File: src/design/fnlf_pkg.sv
// Shared constants, types and helper functions for the fast natural log core.
// Used by the core, split, multiply-add and delay modules; depends on nothing else.
package fnlf_pkg;

  // Register stages in one fused multiply-add unit.
  localparam int FMA_LAT = 5;
  // Signed width for internal exponents; ample for every finite operand.
  localparam int EXP_W = 13;

  typedef logic signed [EXP_W-1:0] exp_t;

  localparam logic [31:0] SPLIT_K    = 32'h3f2aaaab;
  localparam logic [31:0] SPLIT_MASK = 32'hff800000;
  localparam logic [31:0] F_ONE      = 32'h3f800000;
  localparam logic [31:0] F_NEG_ONE  = 32'hbf800000;
  localparam logic [31:0] F_NEG_ZERO = 32'h80000000;
  localparam logic [31:0] F_INF_EXP  = 32'h7f800000;
  localparam logic [31:0] F_C4       = 32'h3e6c6078;
  localparam logic [31:0] F_C3       = 32'hbe8ef46d;
  localparam logic [31:0] F_C2       = 32'h3ea9e51a;
  localparam logic [31:0] F_C1       = 32'hbeff712d;
  localparam logic [31:0] F_LN2      = 32'h3f317218;

  // Index of the highest set bit; zero for a zero word.
  function automatic logic [5:0] top_bit64(input logic [63:0] v);
    logic [5:0] p;
    p = '0;
    for (int k = 0; k < 64; k++) begin
      if (v[k]) p = 6'(k);
    end
    return p;
  endfunction

  // Exponent of the integer significand of a finite float.
  function automatic exp_t unpack_exp(input logic [7:0] be);
    exp_t r;
    if (be == 8'd0) r = exp_t'(-149);
    else r = exp_t'({5'b0, be}) - exp_t'(150);
    return r;
  endfunction

endpackage

File: src/design/fnlf_dly.sv
// Delay line that matches the latency of one multiply-add unit.
// Depends on fnlf_pkg for that latency.
module fnlf_dly (
  input  logic        clk,
  input  logic        en,
  input  logic [31:0] d,
  output logic [31:0] q
);
  import fnlf_pkg::*;

  logic [31:0] tap_r [FMA_LAT];

  always_ff @(posedge clk) begin
    if (en) begin
      tap_r[0] <= d;
      for (int k = 1; k < FMA_LAT; k++) tap_r[k] <= tap_r[k-1];
    end
  end

  assign q = tap_r[FMA_LAT-1];
endmodule

File: config.mk
export PLATFORM = sky130hd
export DESIGN_NAME = fnlf_dly
export DESIGN_NICKNAME = d
export VERILOG_FILES = /design/src/design/fnlf_pkg.sv /design/src/design/fnlf_dly.sv
export SDC_FILE = /design/constraint.sdc
export NUM_CORES = 1
export LEC_CHECK = 0
export BUFFER_PORTS_ARGS = -buffer_cell sky130_fd_sc_hd__buf_2
export CORE_ASPECT_RATIO = 1.75
export CORE_MARGIN = 2
export CORE_UTILIZATION = 55
export CTS_BUF_LIST = sky130_fd_sc_hd__clkbuf_16
export DETAILED_ROUTE_END_ITERATION = 8
export PLACE_DENSITY_LB_ADDON = 0.15
export SKIP_CTS_REPAIR_TIMING = 1
export SYNTH_ARGS = -nofsm -noshare
export SYNTH_HDL_FRONTEND = slang
export SYNTH_SLANG_ARGS = --single-unit
File: constraint.sdc
create_clock -name clk -period 1.1 [get_ports clk]
set_input_delay 0.11 -clock clk [delete_from_list [all_inputs] [get_ports clk]]
set_output_delay 0.11 -clock clk [all_outputs]
set_load 0.03 [all_outputs]
# Word level (Yosys, flattened, before mapping)
# Memories as Yosys holds them, arrays and structs flattened.
# Cells that the tools add are included.
# word_totals
ff_bits,0
latchBits,0
ram_bits,160
mem_bits_ro,0
input_bits,34
output_inout_bits,32
wordCells,3
n_memories,1
# memory_table
name,words,word_bits,read_ports,rd_ports_with_merged_regs,wr,line,text
tap_r,5,32,5,0,5,fnlf_dly.sv:11,logic [31:0] tap_r [FMA_LAT];
# classes
addsub,0
multipliers,0
div,0
magnitude_cmp,0
eq_ne,0
shift,0
n_mux,2
bitwise,0
reduce_logical,0
# ops
cell,n
two-way mux 1 bit,2

# Longest topological paths before layout
# logic_depth
ltp_word,2
ltp_mapped,1
ltp_nobuf,0

# Least setup slack after synthesis
# OpenSTA, ideal clock, no wires.
# synth_timing
kind,flip-flop to output port
start,memory tap_r[4][0] (netlist: tap_r[0][128])
end,output q[0]
t_arrival_ns,0.501
required_ns,0.990
path_slack_ns,0.489
stages_incl_launch_ff,2
n_path_buf,1
cell_sequence,edfxtp_1 -> buf_4
# synth_rtl
element,line,text
from (decl),fnlf_dly.sv:11,
to (decl),fnlf_dly.sv:7,output logic [31:0] q

==> impl_metrics.yaml <==
outcome:
  outcome: "finished clean"
critical_path:
  reg2reg_depth: 0
  path_buf_inv: 1
  r2r-end: "tap_r[0][60]"
  criticalPathCategory: "reg2out"
  max_stage_delay_ps: 410
  worstPathMaxFanout: 1
  path_delay_family: "flip-flops"
  rrSetupSlack_ps: 450
  timing.rr.start: "tap_r[0][28]"
  worstPathCellList: "buf_6"
  start_kind: "flop"
  arrival_ps: 980
  critPathRequiredTime_ps: 990
  slowest_stage: "edfxtp_1"
  end_kind: "primary output"
floorplan:
  die_y_um: 130.7
  initial_core_util_pct: 56.19
  core_area_um2: 8979
  die_w_um: 76.40
  io_pins: 66
  fp-row-count: 46
  dieArea_um2: 9984
clock_network:
  cts_sinks: 160
  numCtsBuffers: 17
  clkTransAtPathRegs_ps: 60
  cts_max_level: 4
  cts_buffer_depth: 2
  clkLatencyLatePin_ps: 410
  root_buffer: "clkbuf_16"
  tritoncts: "built"
detailed_routing:
  drc: 0
  wl_met1_um: 2126
  ant_nets: 0
  dr_total_vias: 1849
  wl_um: 5549
  firstDrtPassIters: 4
  top_layer: "met4"
  wl_per_cell_um: 13.44
  wl_met3_um: 285
  drtIter0Drc: 94
  wl_met2_um: 2994
  routed_via_density: 4.477
power_and_ir_drop:
  p_leak_nw: 2.319
  ir_drop_mv: 1.352
  power.total_mw: 13.36
  p_per_area_nw_per_um2: 2087
synthesis:
  synth_top_area_cell: "edfxtp_1"
  syn-instance-count: 192
  ys_seq_area_share_pct: 95.24
  synth_warnings: 0
  syn_nets: 226
  ys_ff_latch: 160
  yosys-top-cells-area: "edfxtp_1 95%, buf_4 4.8%"
  synth_cell_types: 2
  syn_avg_cell_area_um2: 26.28
  syn-cell-area_um2: 5045
  synth_top_area_share_pct: 95.24
cells_and_area:
  post-route-util_pct: 71.29
  top_regs: "tap_r: 160 flops"
  multi_input_area_um2: 0
  largest-register: "tap_r"
  diodes: 0
  largest_register_ffs: 160
  stdcell_count: 413
  nets: 315
  multi_input_cells: 0
  fin_area_um2: 6401
  drive_above_1_share_pct: 33.11
  areaGrowthSynthToFinish_pct: 26.88
sta:
  fmax_ghz: 0.9212
  tightest_slew_ps: 198.5
  setup_violations: 0
  rsz0062_at_grt: "yes"
  timing.final.crit_share_pct: 98.68
  slew_violations: 0
  final.min_clock_period_ps: 1086
  fin_setup_tns_ps: 0
  hold_slack_ps: 34.06
  finClkSkew_ps: 6.322
  setup_ws_ps: 14.48
  max-slew-margin-rel_pct: 86.77
  hold_viol_final: 0
place:
  portBuffers: 65
  dp_hpwl_um: 2875
  dpl.cell_count: 350
  dpl-instance-area_um2: 5386
  pre_cts_ws_ps: 236.3
  place.gp.congestion: 0.6428
hold_path:
  hp-class: "in2reg"
  worstHoldStart: "en"
  hold_depth: 1
  holdPathEnd: "tap_r[0][48]"
global_route:
  grt_pass1_vias: 1663
  grt_first_pass_wirelength_um: 7728
  antenna_found_initial: 0
  grt_max_degree: 40
  overflow: 0
  track_usage_pct: 11.18
run:
  maxCapViolCount: 0
layout by cell type, fill, tap and decap left out:
| cell type | Yosys | routed |
|---|---|---|
| edfxtp_1 | 160 | 160 |
| clkinvlp_4 | 0 | 4 |
| buf_6 | 0 | 18 |
| buf_4 | 32 | 5 |
| dlygate4sd3_1 | 0 | 32 |
| clkinv_1 | 0 | 3 |
| buf_2 | 0 | 42 |
| inv_1 | 0 | 1 |
| clkinv_2 | 0 | 3 |
| clkbuf_16 | 0 | 17 |
| buf_12 | 0 | 5 |
| bufinv_16 | 0 | 3 |
routing by layer:
| metal | track usage (%) | up-vias |
|---|---|---|
| met5 | 0 | - |
| met4 | 8.021 | 0 |
| met3 | 6.181 | 15 |
| met2 | 17.02 | 56 |
| met1 | 11.79 | 881 |
| li1 | - | 897 |
report_power, final:
part           internal (mW)  switching [mW]
clock                   3.50            2.05
combinational          0.239           0.296
sequential              7.17          0.0992
total                   10.9            2.45
worst max-delay path by stage:
stage,start,to,slack (ps),cells after the start
floorplan,tap_r[0][128],q[0],490,1
global placement,en,tap_r[0][159],250,2
detailed placement,en,tap_r[0][152],240,2
CTS,tap_r[0][149],q[21],-40,1
global route,tap_r[0][157],q[29],-30,1
finish,tap_r[0][149],q[21],10,1
kinds of logic (layout without fill, tap and decap cells):
family                 after synthesis  in the layout  share of synthesized area [%]
flip-flops                         160            160                          95.24
buffers and inverters               32            133                          4.762
Yosys cell counts (all sizes together):
cell,number
buf,32
edfxtp,160
cell type report:
class                   count  area (µm²)
clock buffers              17       425.4
clock inverters            14       150.1
fillers                   557        2577
flip-flops and latches    160        4805
well taps                 120       150.1
repair buffers            102       870.8
Power figures use the tool's default switching activity.
