[config.mk]
export PLATFORM = sky130hd
export DESIGN_NAME = fnlf_split
export DESIGN_NICKNAME = d
export VERILOG_FILES = /design/src/design/fnlf_pkg.sv /design/src/design/fnlf_split.sv
export SDC_FILE = /design/constraint.sdc
export NUM_CORES = 1
export LEC_CHECK = 0
export ABC_AREA = 0
export BUFFER_PORTS_ARGS = -buffer_cell sky130_fd_sc_hd__buf_2
export CORE_MARGIN = 2
export CORE_UTILIZATION = 53
export CTS_CLUSTER_SIZE = 14
export DETAILED_ROUTE_END_ITERATION = 12
export PLACE_DENSITY_LB_ADDON = 0.3
export RECOVER_POWER = 25
export SLEW_MARGIN = 20
export SYNTH_ARGS = -nofsm -noshare
export SYNTH_HDL_FRONTEND = slang
export SYNTH_SLANG_ARGS = --single-unit
[constraint.sdc]
create_clock -name clk -period 6.1 [get_ports clk]
set_input_delay 1.525 -clock clk [delete_from_list [all_inputs] [get_ports clk]]
set_output_delay 1.525 -clock clk [all_outputs]
set_load 0.1 [all_outputs]
[src/design/fnlf_pkg.sv]
// Shared constants, types and helper functions for the fast natural log core.
// Used by the core, split, multiply-add and delay modules; depends on nothing else.
package fnlf_pkg;

  // Register stages in one fused multiply-add unit.
  localparam int FMA_LAT = 5;
  // Signed width for internal exponents; ample for every finite operand.
  localparam int EXP_W = 13;

  typedef logic signed [EXP_W-1:0] exp_t;

  localparam logic [31:0] SPLIT_K    = 32'h3f2aaaab;
  localparam logic [31:0] SPLIT_MASK = 32'hff800000;
  localparam logic [31:0] F_ONE      = 32'h3f800000;
  localparam logic [31:0] F_NEG_ONE  = 32'hbf800000;
  localparam logic [31:0] F_NEG_ZERO = 32'h80000000;
  localparam logic [31:0] F_INF_EXP  = 32'h7f800000;
  localparam logic [31:0] F_C4       = 32'h3e6c6078;
  localparam logic [31:0] F_C3       = 32'hbe8ef46d;
  localparam logic [31:0] F_C2       = 32'h3ea9e51a;
  localparam logic [31:0] F_C1       = 32'hbeff712d;
  localparam logic [31:0] F_LN2      = 32'h3f317218;

  // Index of the highest set bit; zero for a zero word.
  function automatic logic [5:0] top_bit64(input logic [63:0] v);
    logic [5:0] p;
    p = '0;
    for (int k = 0; k < 64; k++) begin
      if (v[k]) p = 6'(k);
    end
    return p;
  endfunction

  // Exponent of the integer significand of a finite float.
  function automatic exp_t unpack_exp(input logic [7:0] be);
    exp_t r;
    if (be == 8'd0) r = exp_t'(-149);
    else r = exp_t'({5'b0, be}) - exp_t'(150);
    return r;
  endfunction

endpackage

[src/design/fnlf_split.sv]
// Front stage: splits the operand into a mantissa in [2/3, 4/3) and the
// exponent term as an exact float. Depends on fnlf_pkg.
module fnlf_split (
  input  logic        clk,
  input  logic        rst_n,
  input  logic        en,
  input  logic        in_valid,
  input  logic [31:0] operand,
  output logic        out_valid,
  output logic [31:0] mant,
  output logic [31:0] expo
);
  import fnlf_pkg::*;

  logic [31:0] e_word;
  logic [8:0]  n;
  logic        neg;
  logic [8:0]  mag;
  logic [5:0]  p;
  logic [31:0] sft;
  logic [31:0] expo_nxt;
  logic [31:0] mant_r, expo_r;
  logic        valid_r;

  always_comb begin
    e_word = (operand - SPLIT_K) & SPLIT_MASK;
    n      = e_word[31:23];
    neg    = n[8];
    mag    = neg ? (9'd0 - n) : n;
    p      = top_bit64({55'b0, mag});
    sft    = {23'b0, mag} << (6'd23 - p);
    // The exponent term is a small integer, so its float form is exact.
    if (n == 9'd0) expo_nxt = '0;
    else expo_nxt = {neg, 8'd127 + {2'b0, p}, sft[22:0]};
  end

  always_ff @(posedge clk) begin
    if (!rst_n) begin
      valid_r <= 1'b0;
    end else if (en) begin
      valid_r <= in_valid;
    end
  end

  always_ff @(posedge clk) begin
    if (en) begin
      mant_r <= operand - e_word;
      expo_r <= expo_nxt;
    end
  end

  assign out_valid = valid_r;
  assign mant      = mant_r;
  assign expo      = expo_r;
endmodule

[Word-level counts from Yosys, hierarchy flattened]
Cells that the tools add are included.
W data, S select, Z words.
Operators by class
  $add $sub $neg: 5
  shifts and indexed selects: 1
  muxes and demuxes: 9
  reduce and logical (&&, ||, !) cells: 1
Operator list (count)
  $mux W6: 6
  $sub A32 B30 Y32 const B: 1
  $sub A32 B32 Y32: 1
  $shl A9 B6 Y23: 1
  $logic_not A9 Y1: 1
  $mux W9: 1
  $sub A1 B9 Y9 const A: 1
  $add A7 B6 Y8 const A: 1
  $sub A5 B6 Y6 const A: 1
  $mux W2: 1
  $mux W1: 1
Storage, ports and cells
  register bits: 65
  input bits: 36
  output and inout port bits: 65

[Longest topological paths before layout]
  depth in word-level cells: 13
  mapped depth: 21

[Worst setup path before layout]
Ideal clock, no wire load.
  kind: input to register
  start point: input operand[10]
  end point: register expo_r[26], in the netlist expo[26], data pin
  library setup time: 0.140 ns
  data arrival time: 5.472 ns
  data required time: 5.960 ns
  setup slack: 0.488 ns
  stages: 20
  path through: a21o_1 -> nor3_1 -> a21oi_1 -> o21a_1 -> o21ai_0 -> nand2b_1 -> a21oi_1 -> ha_1 -> clkbuf_1 -> nand2b_1 -> or3_1 -> nor3_1 -> nor2_1 -> o32a_1 -> buf_4 -> a311oi_4 -> inv_2 -> a211oi_2 -> ha_1 -> nor2_1
Between the ends
  word-level cells in the longest chain between the ends: 12
Ends and longest elaborated chain
  from (decl): line fnlf_split.sv:8  | input logic [31:0] operand,
  $sub A32 B30 Y32 (*): line fnlf_split.sv:26  | e_word = (operand - SPLIT_K) & SPLIT_MASK;
  $sub A1 B9 Y9: line fnlf_split.sv:29  | mag = neg ? (9'd0 - n) : n;
  $mux W9: line fnlf_split.sv:29
  $mux W1: line fnlf_pkg.sv:29  | if (v[k]) p = 6'(k);
  $mux W2: line fnlf_pkg.sv:29
  $mux W6 (6 in series): line fnlf_pkg.sv:29
  $add A7 B6 Y8: line fnlf_split.sv:34  | else expo_nxt = {neg, 8'd127 + {2'b0, p}, sft[22:0]};
  to (signal assigned): line fnlf_split.sv:48  | expo_r <= expo_nxt;
  to (decl): line fnlf_split.sv:22  | logic [31:0] mant_r, expo_r;
Mark *: on every way between the ends. The rest lies on a longest branch, timed or not.
A chain may end at the register's enable or synchronous reset.

[Final worst setup path]
  start point: input operand[16]
  end point: register expo_r[22], in the netlist expo[22], data pin
Between the ends
  word-level cells in the longest chain between the ends: 13
Ends and longest elaborated chain
  $sub A32 B30 Y32 (*): line fnlf_split.sv:26
  $sub A1 B9 Y9: line fnlf_split.sv:29
  $mux W9: line fnlf_split.sv:29
  $mux W1: line fnlf_pkg.sv:29
  $mux W2: line fnlf_pkg.sv:29
  $mux W6 (6 in series): line fnlf_pkg.sv:29
  $sub A5 B6 Y6: line fnlf_split.sv:31  | sft = {23'b0, mag} << (6'd23 - p);
  $shl A9 B6 Y23: line fnlf_split.sv:31
Marks and branches as above.

==> impl_metrics.ini <==
[logic_synthesis]
syn_inst = 323
synth_area_um2 = 3590
ys_seq_elements = 64
avgSynthCellArea_um2 = 11.1
synth_edf_count = 63
dominantRegCellSynth = edfxtp_1
async_reset_ff_share_pct = 0
synthDistinctLibCells = 62
yosys_warnings = 0
synth_seq_area_share_pct = 53.3

[worst_setup_path]
worstPathMaxFanout = 15
criticalPathCategory = in -> reg
cp-end-kind = flop
cp.required_ns = 6.18
startpoint_type = input port
crit_arrival_ns = 5.75

[place]
gp_congestion = 0.862
place_hpwl_um = 5800
port_buffers = 100

[clock_network]
cts.htree.levels = 3
cts.clk_slew.worst_paths_ns = 0.08
hold_buffers = 0
clk_latency_ns = 0.33
post-cts-setup-buffers = 0
clockBufferDepth = 2
cts-resized-gates = 0
numCtsBuffers = 9
cts_root_buf = clkbuf_8
cts.sinks = 64
tritoncts = built

[floorplan]
rows = 29
die-width_um = 86.3
initial_core_util_pct = 55.5
pin_count = 101
die-area_um2 = 7440
fp.dieH_um = 86.3
coreArea_um2 = 6460

[sta]
max_slew.worst_pin.slew_ns = 3.13
max_freq_ghz = 0.176
fin_crit_sh_pct = 92.9
setup-tns-final_ns = 0
slew_violations = 61
hold_viol = 0
skew_ns = 0
slew_headroom_pct = -109
setup_viol = 0
rsz0062_at_grt = no
min_period_ns = 5.67

[power]
intPower_uw = 912
p_switching_uw = 634
p_sw_share_pct = 41.0
pwr-share-comb_pct = 35.3
p_leak_uw = 0.00178
pwr_density_cell_nw_per_um2 = 349
p_total_uw = 1550
p_clk_share_pct = 29.3
ir_drop_mv = 0.230
seqPwrFrac_pct = 35.4

[routing]
drt_iter0_drc = 168
routed_via_density = 5.72
wl_per_cell_um = 15.1
route.final.wire_length_um = 7870
drc_errors = 0
drt-pass1-iter-count = 5
ant_nets = 0
dr_total_vias = 2973

[finish]
drive_above_1_share_pct = 25.1
area.growth.synth_to_final_pct = 23.6
n_antenna_cell = 0
nNetsFinal = 483

[grt]
antenna_found_initial = 0
grt.total_usage_pct = 21.3
grt_pass1_wl_um = 12400
gr-total-overflow = 0
grt_pass1_vias = 2738
grt_max_degree = 61

[min_path]
hp-class = reg -> reg

[flow_run]
maxCapViolCount = 1

[status]
status = complete, but fails checks
violations = max-capacitance violations, max-slew violations
==> logic make-up after synthesis <==
family,after synthesis,synth area share [%]
flip-flops,64,53.3
XOR/XNOR,18,4.40
adder cells (fa/ha/maj),9,3.14
buffers and inverters,33,3.87
AND/OR/NAND/NOR,111,16.1
AO/OA/AOI/OAI,76,16.0
other,1,0.105
multiplexers,11,3.11
==> critical path, stage by stage <==
cell      delay [ns]
clkbuf_1        0.11
nor4bb_1        0.39
o21ai_1         0.23
a21oi_1         0.23
a21oi_1         0.10
o31a_1          0.30
or3_1           0.46
inv_1           0.10
ha_1            0.35
or3_1           0.52
o21ai_0         0.26
mux2i_1         0.11
o31ai_1         0.16
a221oi_2        0.06
buf_4           0.22
a2111o_1        0.36
nand3_1         0.13
o221ai_1        0.14
==> routing by layer <==
metal / share of wire [%] / up-vias / GRT usage, %
met5: 0 / - / 0
met4: 1.1 / 0 / 6.39
met3: 8.9 / 11 / 5.71
met2: 49 / 137 / 36.9
met1: 41 / 1391 / 26.2
li1: - / 1434 / -
==> state kept, by name (all words and copies together) (netlist names) <==
name       count
mant          32
expo          31
out_valid      1
==> worst paths after layout <==
kind | start | cells past startpoint | to | slack, ns
max | operand[16] | 18 | expo[22] | 0.43
min | out_valid | 2 | out_valid | 0.52
max reg2reg | out_valid | 2 | out_valid | 5.45
min reg2reg | out_valid | 2 | out_valid | 0.52
==> stage by stage <==
step | hold WS, ns | utilization [%] | worst slack (ns) | std cells | cell area (um^2)
2_1_floorplan | 0.981 | - | 0.488 | 338 | 3640
4_1_cts | 0.527 | 69.1 | 0.488 | 520 | 4460
5_1_grt | 0.539 | 68.6 | 0.187 | 520 | 4430
6_report | 0.523 | 68.6 | 0.434 | 520 | 4430
3_3_place_gp | 0.496 | 65.2 | 0.328 | 504 | 4210
3_5_place_dp | 0.508 | 65.2 | 0.152 | 504 | 4210
==> synth_stat cells (4+ instances only) <==
master	count	area [um^2]
xnor2_1	14	123
a21o_1	5	37.5
and2_1	4	25.0
nand3_1	8	40.0
buf_4	4	30.0
inv_1	12	45.0
mux2i_1	10	100
o211ai_1	5	37.5
o21ai_0	8	40.0
edfxtp_1	63	1890
o21ai_1	4	20.0
or2_1	4	25.0
nor2b_1	4	25.0
xor2_1	4	35.0
clkbuf_1	13	48.8
ha_1	9	113
nand2_1	15	56.3
nor3_1	14	70.1
nor2_1	30	113
nand2b_1	6	37.5
a211oi_1	5	37.5
or4_1	4	30.0
a21oi_1	16	80.1
or3_1	6	37.5
==> power groups by stage <==
stage          sequential (uW)  clock (uW)  combinational, uW
6_report                   547         454                545
5_1_grt                    551         475                570
4_1_cts                    546         460                547
3_5_place_dp               555           0                545
3_3_place_gp               554           0                543
2_1_floorplan              875           0                132
==> cells in the final DEF (no fill, tap or decap), types with 4 or more instances in the layout <==
master	Yosys	layout
o21ai_1	4	4
and2_1	4	4
nand2_1	15	15
o211ai_1	5	5
nor2_1	30	30
inv_1	12	12
or3_1	6	6
clkbuf_1	13	23
xnor2_1	14	14
buf_4	4	7
or4_1	4	4
o21ai_0	8	8
nand2b_1	6	6
nor2b_1	4	4
mux2i_1	10	10
nand3_1	8	8
a211oi_1	5	5
buf_2	0	78
ha_1	9	9
or2_1	4	4
conb_1	1	16
clkbuf_8	0	9
nor3_1	14	14
a21o_1	5	5
xor2_1	4	4
edfxtp_1	63	63
a21oi_1	16	16
==> final cells by class <==
class                      instances  area (um^2)
clock buffer                       9          124
clock inverter                     7          125
fill                             497         2030
inverter                          14         52.6
multi-input combinational        241         1590
sequential                        64         1910
tap                               77         96.3
timing repair buffer             108          529
Power figures use the tool's default switching activity.
