--- src/design/fnlf_pkg.sv ---
// Shared constants, types and helper functions for the fast natural log core.
// Used by the core, split, multiply-add and delay modules; depends on nothing else.
package fnlf_pkg;

  // Register stages in one fused multiply-add unit.
  localparam int FMA_LAT = 5;
  // Signed width for internal exponents; ample for every finite operand.
  localparam int EXP_W = 13;

  typedef logic signed [EXP_W-1:0] exp_t;

  localparam logic [31:0] SPLIT_K    = 32'h3f2aaaab;
  localparam logic [31:0] SPLIT_MASK = 32'hff800000;
  localparam logic [31:0] F_ONE      = 32'h3f800000;
  localparam logic [31:0] F_NEG_ONE  = 32'hbf800000;
  localparam logic [31:0] F_NEG_ZERO = 32'h80000000;
  localparam logic [31:0] F_INF_EXP  = 32'h7f800000;
  localparam logic [31:0] F_C4       = 32'h3e6c6078;
  localparam logic [31:0] F_C3       = 32'hbe8ef46d;
  localparam logic [31:0] F_C2       = 32'h3ea9e51a;
  localparam logic [31:0] F_C1       = 32'hbeff712d;
  localparam logic [31:0] F_LN2      = 32'h3f317218;

  // Index of the highest set bit; zero for a zero word.
  function automatic logic [5:0] top_bit64(input logic [63:0] v);
    logic [5:0] p;
    p = '0;
    for (int k = 0; k < 64; k++) begin
      if (v[k]) p = 6'(k);
    end
    return p;
  endfunction

  // Exponent of the integer significand of a finite float.
  function automatic exp_t unpack_exp(input logic [7:0] be);
    exp_t r;
    if (be == 8'd0) r = exp_t'(-149);
    else r = exp_t'({5'b0, be}) - exp_t'(150);
    return r;
  endfunction

endpackage

--- src/design/fnlf_fma.sv ---
// Five-stage fused multiply-add a*b + c with one round to nearest even.
// Operands are always finite here. Depends on fnlf_pkg.
module fnlf_fma (
  input  logic        clk,
  input  logic        rst_n,
  input  logic        en,
  input  logic        in_valid,
  input  logic [31:0] a,
  input  logic [31:0] b,
  input  logic [31:0] c,
  output logic        out_valid,
  output logic [31:0] y
);
  import fnlf_pkg::*;

  // Stage 1: significand product.
  logic [23:0] sig_a, sig_b, sig_c;
  logic [47:0] s1_prod_r;
  exp_t        s1_ex_r, s1_ec_r;
  logic [23:0] s1_sigc_r;
  logic [31:0] s1_c_r;
  logic        s1_sp_r, s1_sc_r, s1_pz_r, s1_zc_r, s1_v_r;

  always_comb begin
    sig_a = {(a[30:23] != 8'd0), a[22:0]};
    sig_b = {(b[30:23] != 8'd0), b[22:0]};
    sig_c = {(c[30:23] != 8'd0), c[22:0]};
  end

  always_ff @(posedge clk) begin
    if (en) begin
      s1_prod_r <= sig_a * sig_b;
      s1_ex_r   <= unpack_exp(a[30:23]) + unpack_exp(b[30:23]);
      s1_ec_r   <= unpack_exp(c[30:23]);
      s1_sigc_r <= sig_c;
      s1_c_r    <= c;
      s1_sp_r   <= a[31] ^ b[31];
      s1_sc_r   <= c[31];
      s1_pz_r   <= (a[30:0] == 31'd0) || (b[30:0] == 31'd0);
      s1_zc_r   <= (c[30:0] == 31'd0);
    end
  end

  // Stage 2: normalize both terms so the top bit sits at bit 61.
  logic [5:0]  px, py, shx, shy;
  logic [63:0] xn, yn;
  logic [31:0] spec_val;
  logic [63:0] s2_x_r, s2_y_r;
  exp_t        s2_ex_r, s2_ey_r;
  logic        s2_sp_r, s2_sc_r, s2_zc_r, s2_spec_r, s2_v_r;
  logic [31:0] s2_sval_r;

  always_comb begin
    px  = top_bit64({16'b0, s1_prod_r});
    py  = top_bit64({40'b0, s1_sigc_r});
    shx = 6'd61 - px;
    shy = 6'd61 - py;
    xn  = {16'b0, s1_prod_r} << shx;
    yn  = {40'b0, s1_sigc_r} << shy;
    // A zero product passes the addend through, with the signed zero rule.
    if (s1_zc_r) spec_val = (s1_sp_r && s1_sc_r) ? F_NEG_ZERO : 32'd0;
    else spec_val = s1_c_r;
  end

  always_ff @(posedge clk) begin
    if (en) begin
      s2_x_r    <= xn;
      s2_y_r    <= yn;
      s2_ex_r   <= s1_ex_r - exp_t'({7'b0, shx});
      s2_ey_r   <= s1_ec_r - exp_t'({7'b0, shy});
      s2_sp_r   <= s1_sp_r;
      s2_sc_r   <= s1_sc_r;
      s2_zc_r   <= s1_zc_r;
      s2_spec_r <= s1_pz_r;
      s2_sval_r <= spec_val;
    end
  end

  // Stage 3: align the smaller term with a sticky bit, then add or subtract.
  logic        swap;
  logic [63:0] big, lesser, al, mask, sum;
  exp_t        eb, es, d;
  logic        sb, ss, sgn;
  logic [63:0] s3_sum_r;
  exp_t        s3_ex_r;
  logic        s3_sign_r, s3_spec_r, s3_v_r;
  logic [31:0] s3_sval_r;

  always_comb begin
    swap   = !s2_zc_r && (s2_ey_r > s2_ex_r);
    big    = swap ? s2_y_r : s2_x_r;
    lesser = swap ? s2_x_r : s2_y_r;
    eb     = swap ? s2_ey_r : s2_ex_r;
    es     = swap ? s2_ex_r : s2_ey_r;
    sb     = swap ? s2_sc_r : s2_sp_r;
    ss     = swap ? s2_sp_r : s2_sc_r;
    d      = eb - es;
    mask   = (64'd1 << d[5:0]) - 64'd1;
    if (s2_zc_r) al = '0;
    else if (d >= exp_t'(63)) al = 64'd1;
    else if (d > exp_t'(0)) al = (lesser >> d[5:0]) | {63'b0, |(lesser & mask)};
    else al = lesser;
    if (sb == ss) begin
      sum = big + al;
      sgn = sb;
    end else if (big >= al) begin
      sum = big - al;
      sgn = sb;
    end else begin
      sum = al - big;
      sgn = ss;
    end
  end

  always_ff @(posedge clk) begin
    if (en) begin
      s3_sum_r  <= sum;
      s3_ex_r   <= eb;
      s3_sign_r <= sgn;
      s3_spec_r <= s2_spec_r;
      s3_sval_r <= s2_sval_r;
    end
  end

  // Stage 4: find the rounding position, clamped at the subnormal limit.
  logic [5:0]  ps;
  exp_t        sh, lo;
  logic [63:0] s4_sum_r;
  exp_t        s4_ex_r, s4_sh_r;
  logic        s4_sign_r, s4_zero_r, s4_spec_r, s4_v_r;
  logic [31:0] s4_sval_r;

  always_comb begin
    ps = top_bit64(s3_sum_r);
    lo = exp_t'(-149) - s3_ex_r;
    sh = exp_t'({7'b0, ps}) - exp_t'(23);
    if (lo > sh) sh = lo;
  end

  always_ff @(posedge clk) begin
    if (en) begin
      s4_sum_r  <= s3_sum_r;
      s4_ex_r   <= s3_ex_r;
      s4_sh_r   <= sh;
      s4_sign_r <= s3_sign_r;
      s4_zero_r <= (s3_sum_r == 64'd0);
      s4_spec_r <= s3_spec_r;
      s4_sval_r <= s3_sval_r;
    end
  end

  // Stage 5: shift, round to nearest even and pack.
  exp_t        nsh, k, be;
  logic [63:0] lsh, rsh, rmask, rem, half;
  logic [24:0] q;
  logic        gone;
  logic [31:0] packed_val, res;
  logic [31:0] s5_y_r;
  logic        s5_v_r;

  always_comb begin
    nsh   = exp_t'(0) - s4_sh_r;
    lsh   = s4_sum_r << nsh[4:0];
    rsh   = s4_sum_r >> s4_sh_r[5:0];
    rmask = (64'd1 << s4_sh_r[5:0]) - 64'd1;
    rem   = s4_sum_r & rmask;
    half  = 64'd1 << (s4_sh_r[5:0] - 6'd1);
    gone  = 1'b0;
    k     = s4_ex_r + s4_sh_r;
    if (s4_sh_r <= exp_t'(0)) begin
      q = lsh[24:0];
    end else if (s4_sh_r >= exp_t'(64)) begin
      q    = '0;
      gone = 1'b1;
    end else begin
      q = rsh[24:0];
      if (rem > half || (rem == half && rsh[0])) q = q + 25'd1;
    end
    if (q[24]) begin
      q = q >> 1;
      k = k + exp_t'(1);
    end
    be = k + exp_t'(150);
    if (gone) packed_val = {s4_sign_r, 31'd0};
    else if (q[23] && be >= exp_t'(255)) packed_val = {s4_sign_r, F_INF_EXP[30:0]};
    else if (q[23]) packed_val = {s4_sign_r, be[7:0], q[22:0]};
    else packed_val = {s4_sign_r, 8'd0, q[22:0]};
    // An exactly cancelling sum is positive zero.
    if (s4_spec_r) res = s4_sval_r;
    else if (s4_zero_r) res = '0;
    else res = packed_val;
  end

  always_ff @(posedge clk) begin
    if (en) s5_y_r <= res;
  end

  always_ff @(posedge clk) begin
    if (!rst_n) begin
      s1_v_r <= 1'b0;
      s2_v_r <= 1'b0;
      s3_v_r <= 1'b0;
      s4_v_r <= 1'b0;
      s5_v_r <= 1'b0;
    end else if (en) begin
      s1_v_r <= in_valid;
      s2_v_r <= s1_v_r;
      s3_v_r <= s2_v_r;
      s4_v_r <= s3_v_r;
      s5_v_r <= s4_v_r;
    end
  end

  assign out_valid = s5_v_r;
  assign y         = s5_y_r;
endmodule

--- config.mk ---
export PLATFORM = sky130hd
export DESIGN_NAME = fnlf_fma
export DESIGN_NICKNAME = d
export VERILOG_FILES = /design/src/design/fnlf_pkg.sv /design/src/design/fnlf_fma.sv
export SDC_FILE = /design/constraint.sdc
export NUM_CORES = 2
export LEC_CHECK = 0
export ABC_AREA = 0
export CORE_MARGIN = 3
export CORE_UTILIZATION = 55
export DETAILED_ROUTE_END_ITERATION = 12
export DONT_BUFFER_PORTS = 1
export PLACE_DENSITY = 0.7
export SKIP_LAST_GASP = 1
export SYNTH_ARGS = -nofsm -noshare
export SYNTH_HDL_FRONTEND = slang
export SYNTH_SLANG_ARGS = --single-unit
--- constraint.sdc ---
create_clock -name clk -period 24.5 [get_ports clk]
set_clock_uncertainty 0.1 [all_clocks]
set_input_delay 3.675 -clock clk [delete_from_list [all_inputs] [get_ports clk]]
set_output_delay 3.675 -clock clk [all_outputs]
set_load 0.02 [all_outputs]
# == After elaboration in Yosys (flattened, before gate mapping) ==
# Cells that the tools add are included.
# classes
n_addsub,22
n_mul,1
n_lt_le_gt_ge,9
n_eq_ne,2
shift,8
n_mux,165
bitwise_logic,4
n_reduce_logical,18
# op_table
operator,count
2-to-1 mux 6 bit,130
2-to-1 mux 64 bit,7
left shift 1 x 6 -> 64 bit (first input constant),3
bitwise AND 64 bit,2
2-to-1 mux 32 bit,4
subtractor 64 x 1 -> 64 bit (second input constant),2
subtractor 64 bit,2
2-to-1 mux 13 bit,8
zero test 31 bit,3
2-to-1 mux 31 bit,3
2-to-1 mux 25 bit,3
adder 64 bit,1
equality test 64 bit,1
>= comparator 64 bit,1
> comparator 64 bit,1
zero test 64 bit,1
bitwise OR 64 x 1 -> 64 bit,1
OR reduction 64 bit,1
left shift 24 x 6 -> 64 bit,1
left shift 48 x 6 -> 64 bit,1
left shift 64 x 5 -> 25 bit,1
right shift 64 x 6 -> 25 bit,1
right shift 64 x 6 -> 64 bit,1
multiplier 24 x 24 -> 48 bit,1
other kinds (28),49
# totals
ff_bits,597
input_bits,100
out_inout_bits,33
word_cells,265

# == Longest topological paths before layout ==
# depth
depth_word,66
depth_mapped,60

# == Worst setup path before layout ==
# OpenSTA, ideal clock, no wires.
# synth_timing
path_kind,reg-to-reg
from,register s2_ey_r[8]
to,"register s3_sum_r[51], data pin"
arrival_ns,11.414
t_required_ns,24.133
setup_slack_ns,12.719
stages_incl_launch_ff,53
path_buffers,15
cell_sequence,edfxtp_1 -> ha_1 -> clkbuf_1 -> nand4_1 -> or4b_1 -> nand3b_1 -> nor2_1 -> o31a_1 -> or2_2 -> clkbuf_1 -> clkbuf_1 -> buf_2 -> buf_1 -> clkbuf_1 -> clkbuf_1 -> clkbuf_1 -> nor2_1 -> a21oi_1 -> [17 not listed] -> inv_1 -> fa_1 -> a21o_1 -> a21oi_1 -> o21ai_0 -> a21oi_1 -> o21ai_0 -> a21oi_1 -> o41ai_1 -> a41o_1 -> buf_1 -> clkbuf_1 -> clkbuf_1 -> mux2i_1 -> a31oi_1 -> o311ai_0 -> o21ai_0 -> xnor2_1
# synth_between
elab_chain_cells,15
# synth_rtl
item,line_no,text
from (decl),fnlf_fma.sv:49,"exp_t s2_ex_r, s2_ey_r;"
from (signal assigned),fnlf_fma.sv:70,"s2_ey_r <= s1_ec_r - exp_t'({7'b0, shy});"
> comparator 13 bit,fnlf_fma.sv:90,swap = !s2_zc_r && (s2_ey_r > s2_ex_r);
logical AND 1 bit,fnlf_fma.sv:90,
2-to-1 mux 13 bit (on tied branches),"fnlf_fma.sv:93, fnlf_fma.sv:94",
subtractor 13 bit,fnlf_fma.sv:97,d = eb - es;
left shift 1 x 6 -> 64 bit,fnlf_fma.sv:98,mask = (64'd1 << d[5:0]) - 64'd1;
subtractor 64 x 1 -> 64 bit,fnlf_fma.sv:98,
bitwise AND 64 bit,fnlf_fma.sv:101,"else if (d > exp_t'(0)) al = (lesser >> d[5:0]) | {63'b0, |(lesser & mask)};"
OR reduction 64 bit,fnlf_fma.sv:101,
bitwise OR 64 x 1 -> 64 bit,fnlf_fma.sv:101,
2-to-1 mux 64 bit,fnlf_fma.sv:101,
2-to-1 mux 64 bit,fnlf_fma.sv:100,else if (d >= exp_t'(63)) al = 64'd1;
2-to-1 mux 64 bit,fnlf_fma.sv:99,if (s2_zc_r) al = '0;
subtractor 64 bit (tied with other cells),fnlf_fma.sv:110,sum = al - big;
2-to-1 mux 64 bit,fnlf_fma.sv:106,end else if (big >= al) begin
2-to-1 mux 64 bit (*),fnlf_fma.sv:103,if (sb == ss) begin
named net sum[51],fnlf_fma.sv:81,"logic [63:0] big, lesser, al, mask, sum;"
to (signal assigned),fnlf_fma.sv:117,s3_sum_r <= sum;
to (decl),fnlf_fma.sv:84,logic [63:0] s3_sum_r;
# Mark *: on every way through the listed nets, which the timed path passes. The rest lies on a longest branch.
# A chain may end at the register's enable or synchronous reset.

# == Worst setup path after layout ==
# layout_timing
from,register s2_ex_r[0]
to,"register s3_sum_r[50], data pin"
# layout_between
elab_chain_cells,15
# layout_rtl
item,line_no,text
from (decl),fnlf_fma.sv:49,
from (signal assigned),fnlf_fma.sv:69,"s2_ex_r <= s1_ex_r - exp_t'({7'b0, shx});"
> comparator 13 bit,fnlf_fma.sv:90,
logical AND 1 bit,fnlf_fma.sv:90,
2-to-1 mux 13 bit (on tied branches),"fnlf_fma.sv:93, fnlf_fma.sv:94",
subtractor 13 bit,fnlf_fma.sv:97,
left shift 1 x 6 -> 64 bit,fnlf_fma.sv:98,
subtractor 64 x 1 -> 64 bit,fnlf_fma.sv:98,
bitwise AND 64 bit,fnlf_fma.sv:101,
OR reduction 64 bit,fnlf_fma.sv:101,
bitwise OR 64 x 1 -> 64 bit,fnlf_fma.sv:101,
2-to-1 mux 64 bit,fnlf_fma.sv:101,
2-to-1 mux 64 bit,fnlf_fma.sv:100,
2-to-1 mux 64 bit,fnlf_fma.sv:99,
subtractor 64 bit (tied with other cells),fnlf_fma.sv:110,
2-to-1 mux 64 bit,fnlf_fma.sv:106,
2-to-1 mux 64 bit (*),fnlf_fma.sv:103,
named net sum[50],fnlf_fma.sv:81,
# Marks and branches as above.

==> metrics.yaml <==
cts_buffers: 70
ant_nets: 0
grt_first_pass_wirelength_um: 466000
dr.pass1.iters: 9
viasPerCell: 6.88
violations: "max-slew violations"
grt_overflow: 0
cp-startpoint: "s2_ex_r[0]"
hpwl_um: 248000
reg2reg_from: "s2_ex_r[0]"
rows: 136
fin_tns_setup_ns: 0
ys_types: 101
wl_met1_um: 118000
dr.max_layer_used: "met5"
htreeDepth: 3
crit_fanout: 52
dp_cells: 10400
dr_total_vias: 72800
final_core_util_pct: 58.5
insertion_delay_ns: 0.70
yosysWarnings: 0
cts_root_buffer: "clkbuf_16"
setup_viol: 0
cts_hold_buf: 0
yosys_register_bits: 569
critPathCaptureType: "register"
hp-start: "s2_sval_r[25]"
slowest_stage: "a41o_4"
cts_tree: "yes"
coreArea_um2: 138000
synth_edf_count: 564
syn_avg_cell_area_um2: 8.58
first_global_vias: 70100
fmax_mhz: 70.6
pre_cts_ws_ns: 10.94
cts_setup_buffers: 0
wl_um: 321000
maxCapViolations: 0
synth_most_common_cell: "nand2_1"
finalCritPeriodShare_pct: 57.8
layout_setup_ws_ns: 10.33
io_buffers: 0
drtIter0Drc: 9969
startpoint_type: "register"
critPathRequiredTime_ns: 24.82
yosys.area.top_type_share_pct: 22.0
grt_max_degree: 570
fin_crit_ns: 14.17
critPathKind: "reg -> reg"
slew_viol_final: 324
clockBufferDepth: 3
worst_pin_slew_ns: 2.00
wl_met2_um: 138000
post_synth_instance_area_um2: 76800
fp.dieH_um: 380
synth_flop_cell: "edfxtp_1"
relSlewSlack_pct: -33.3
synth_area_leaders: "edfxtp_1 (22%), fa_1 (13%), ha_1 (8.4%)"
finalHoldViolations: 0
dr_wl_met3_um: 38500
crit_path_frequent_cell: "a21oi_1"
place_congestion: 1.10
ios: 133
die_w_um: 380
nNetsFinal: 9748
clock_sinks: 569
outcome: "complete, but fails checks"
hp-class: "reg -> reg"
fp.dieArea_um2: 144000
antenna_found_initial: 22
drc: 0
synthArstFlopShare_pct: 0
wire_per_inst_um: 30.4
drive_above_1_share_pct: 6.37
nFillCells: 12100
yosysTopAreaCell: "edfxtp_1"
syn2layout_area_growth_pct: 5.15
syn_inst: 8948
gr-usage-all-layers_pct: 43.2
netlist_top_cells_count: "nand2_1 (1170), inv_1 (738), a21oi_1 (633)"
rsz0062_at_grt: "false"
path_clk_slew_ns: 0.06
start_util_pct: 55.7
fin_cells: 10600
crit_path_max_incr_delay_ns: 0.79
yosysSeqAreaShare_pct: 22.2
worst_ep_arrival_time_ns: 14.49
post_cts_resized: 0
cell usage in the layout (no fill, tap or decap), drive strengths merged, types with 135 or more instances in the layout:
cell | synthesis | final
nand2 | 1170 | 1170
inv | 739 | 749
a21oi | 634 | 634
nor2 | 617 | 617
edfxtp | 564 | 564
ha | 514 | 514
mux2i | 507 | 507
o21ai | 497 | 497
fa | 489 | 489
and2 | 316 | 316
nand3 | 214 | 214
xnor2 | 166 | 166
nor3 | 165 | 165
mux4 | 135 | 135
layout make-up:
type | instances | area [um2] | share of cell area, %
Antenna cell | 11 | 27.5 | 0.0341
Clock buffer | 81 | 1840 | 2.27
Clock inverter | 49 | 628 | 0.778
Inverter | 746 | 2800 | 3.47
Multi-Input combinational cell | 7124 | 55100 | 68.2
Sequential cell | 569 | 17000 | 21.1
Tap cell | 1863 | 2330 | 2.89
Timing Repair Buffer | 134 | 1030 | 1.28
flip-flops by register name, indices dropped and copies added (netlist names), 9 cells and up:
| name | cells |
|---|---|
| y | 32 |
| s3_ex_r | 13 |
| s4_sum_r | 64 |
| s4_sval_r | 32 |
| s3_sval_r | 32 |
| s2_ey_r | 13 |
| s2_sval_r | 32 |
| s1_ec_r | 9 |
| s4_ex_r | 13 |
| s3_sum_r | 64 |
| s1_sigc_r | 24 |
| s2_x_r | 64 |
| s2_ex_r | 13 |
| s1_prod_r | 48 |
| s1_c_r | 9 |
| s2_y_r | 64 |
| s1_ex_r | 13 |
| s4_sh_r | 13 |
worst paths after layout:
kind,endpoint,slack [ns],cells past startpoint
worst min-delay path,s3_sval_r[25],0.31,0
worst max register to register,s3_sum_r[50],10.33,45
worst min register to register,s3_sval_r[25],0.31,0
worst max-delay path,s3_sum_r[50],10.33,45
routing by layer:
layer	track usage, %	vias to the layer above
met5	0	-
met3	12.4	1231
met1	54.3	35400
li1	-	31100
met4	27.8	12
met2	65.2	5007
critical path: cells and delay by family, from the launching register on:
family,cells,cell delay [ns]
flops,1,0.46
compound gates,22,6.56
xor+xnor,1,0.17
buf+inv,6,2.47
fa+ha+maj,5,1.48
simple gates,11,2.56
metrics by stage:
stage	cell area, um2	hold slack [ns]
after floorplan	76900	0.300
after global placement	78300	0.301
after detailed placement	78300	0.305
after CTS	80700	0.300
after global routing	80700	0.314
final	80800	0.308
logic make-up after synthesis:
logic type	synth area share, %
buffers and inverters	6.48
XOR/XNOR	2.88
adder cells (fa/ha/maj)	21.1
flip-flops	22.2
multiplexers	11.5
AO/OA/AOI/OAI	17.4
other	0.00488
AND/OR/NAND/NOR	18.4
Power is not shown: default switching activity piles up to over one toggle a cycle in this logic, so the estimate is an artifact.
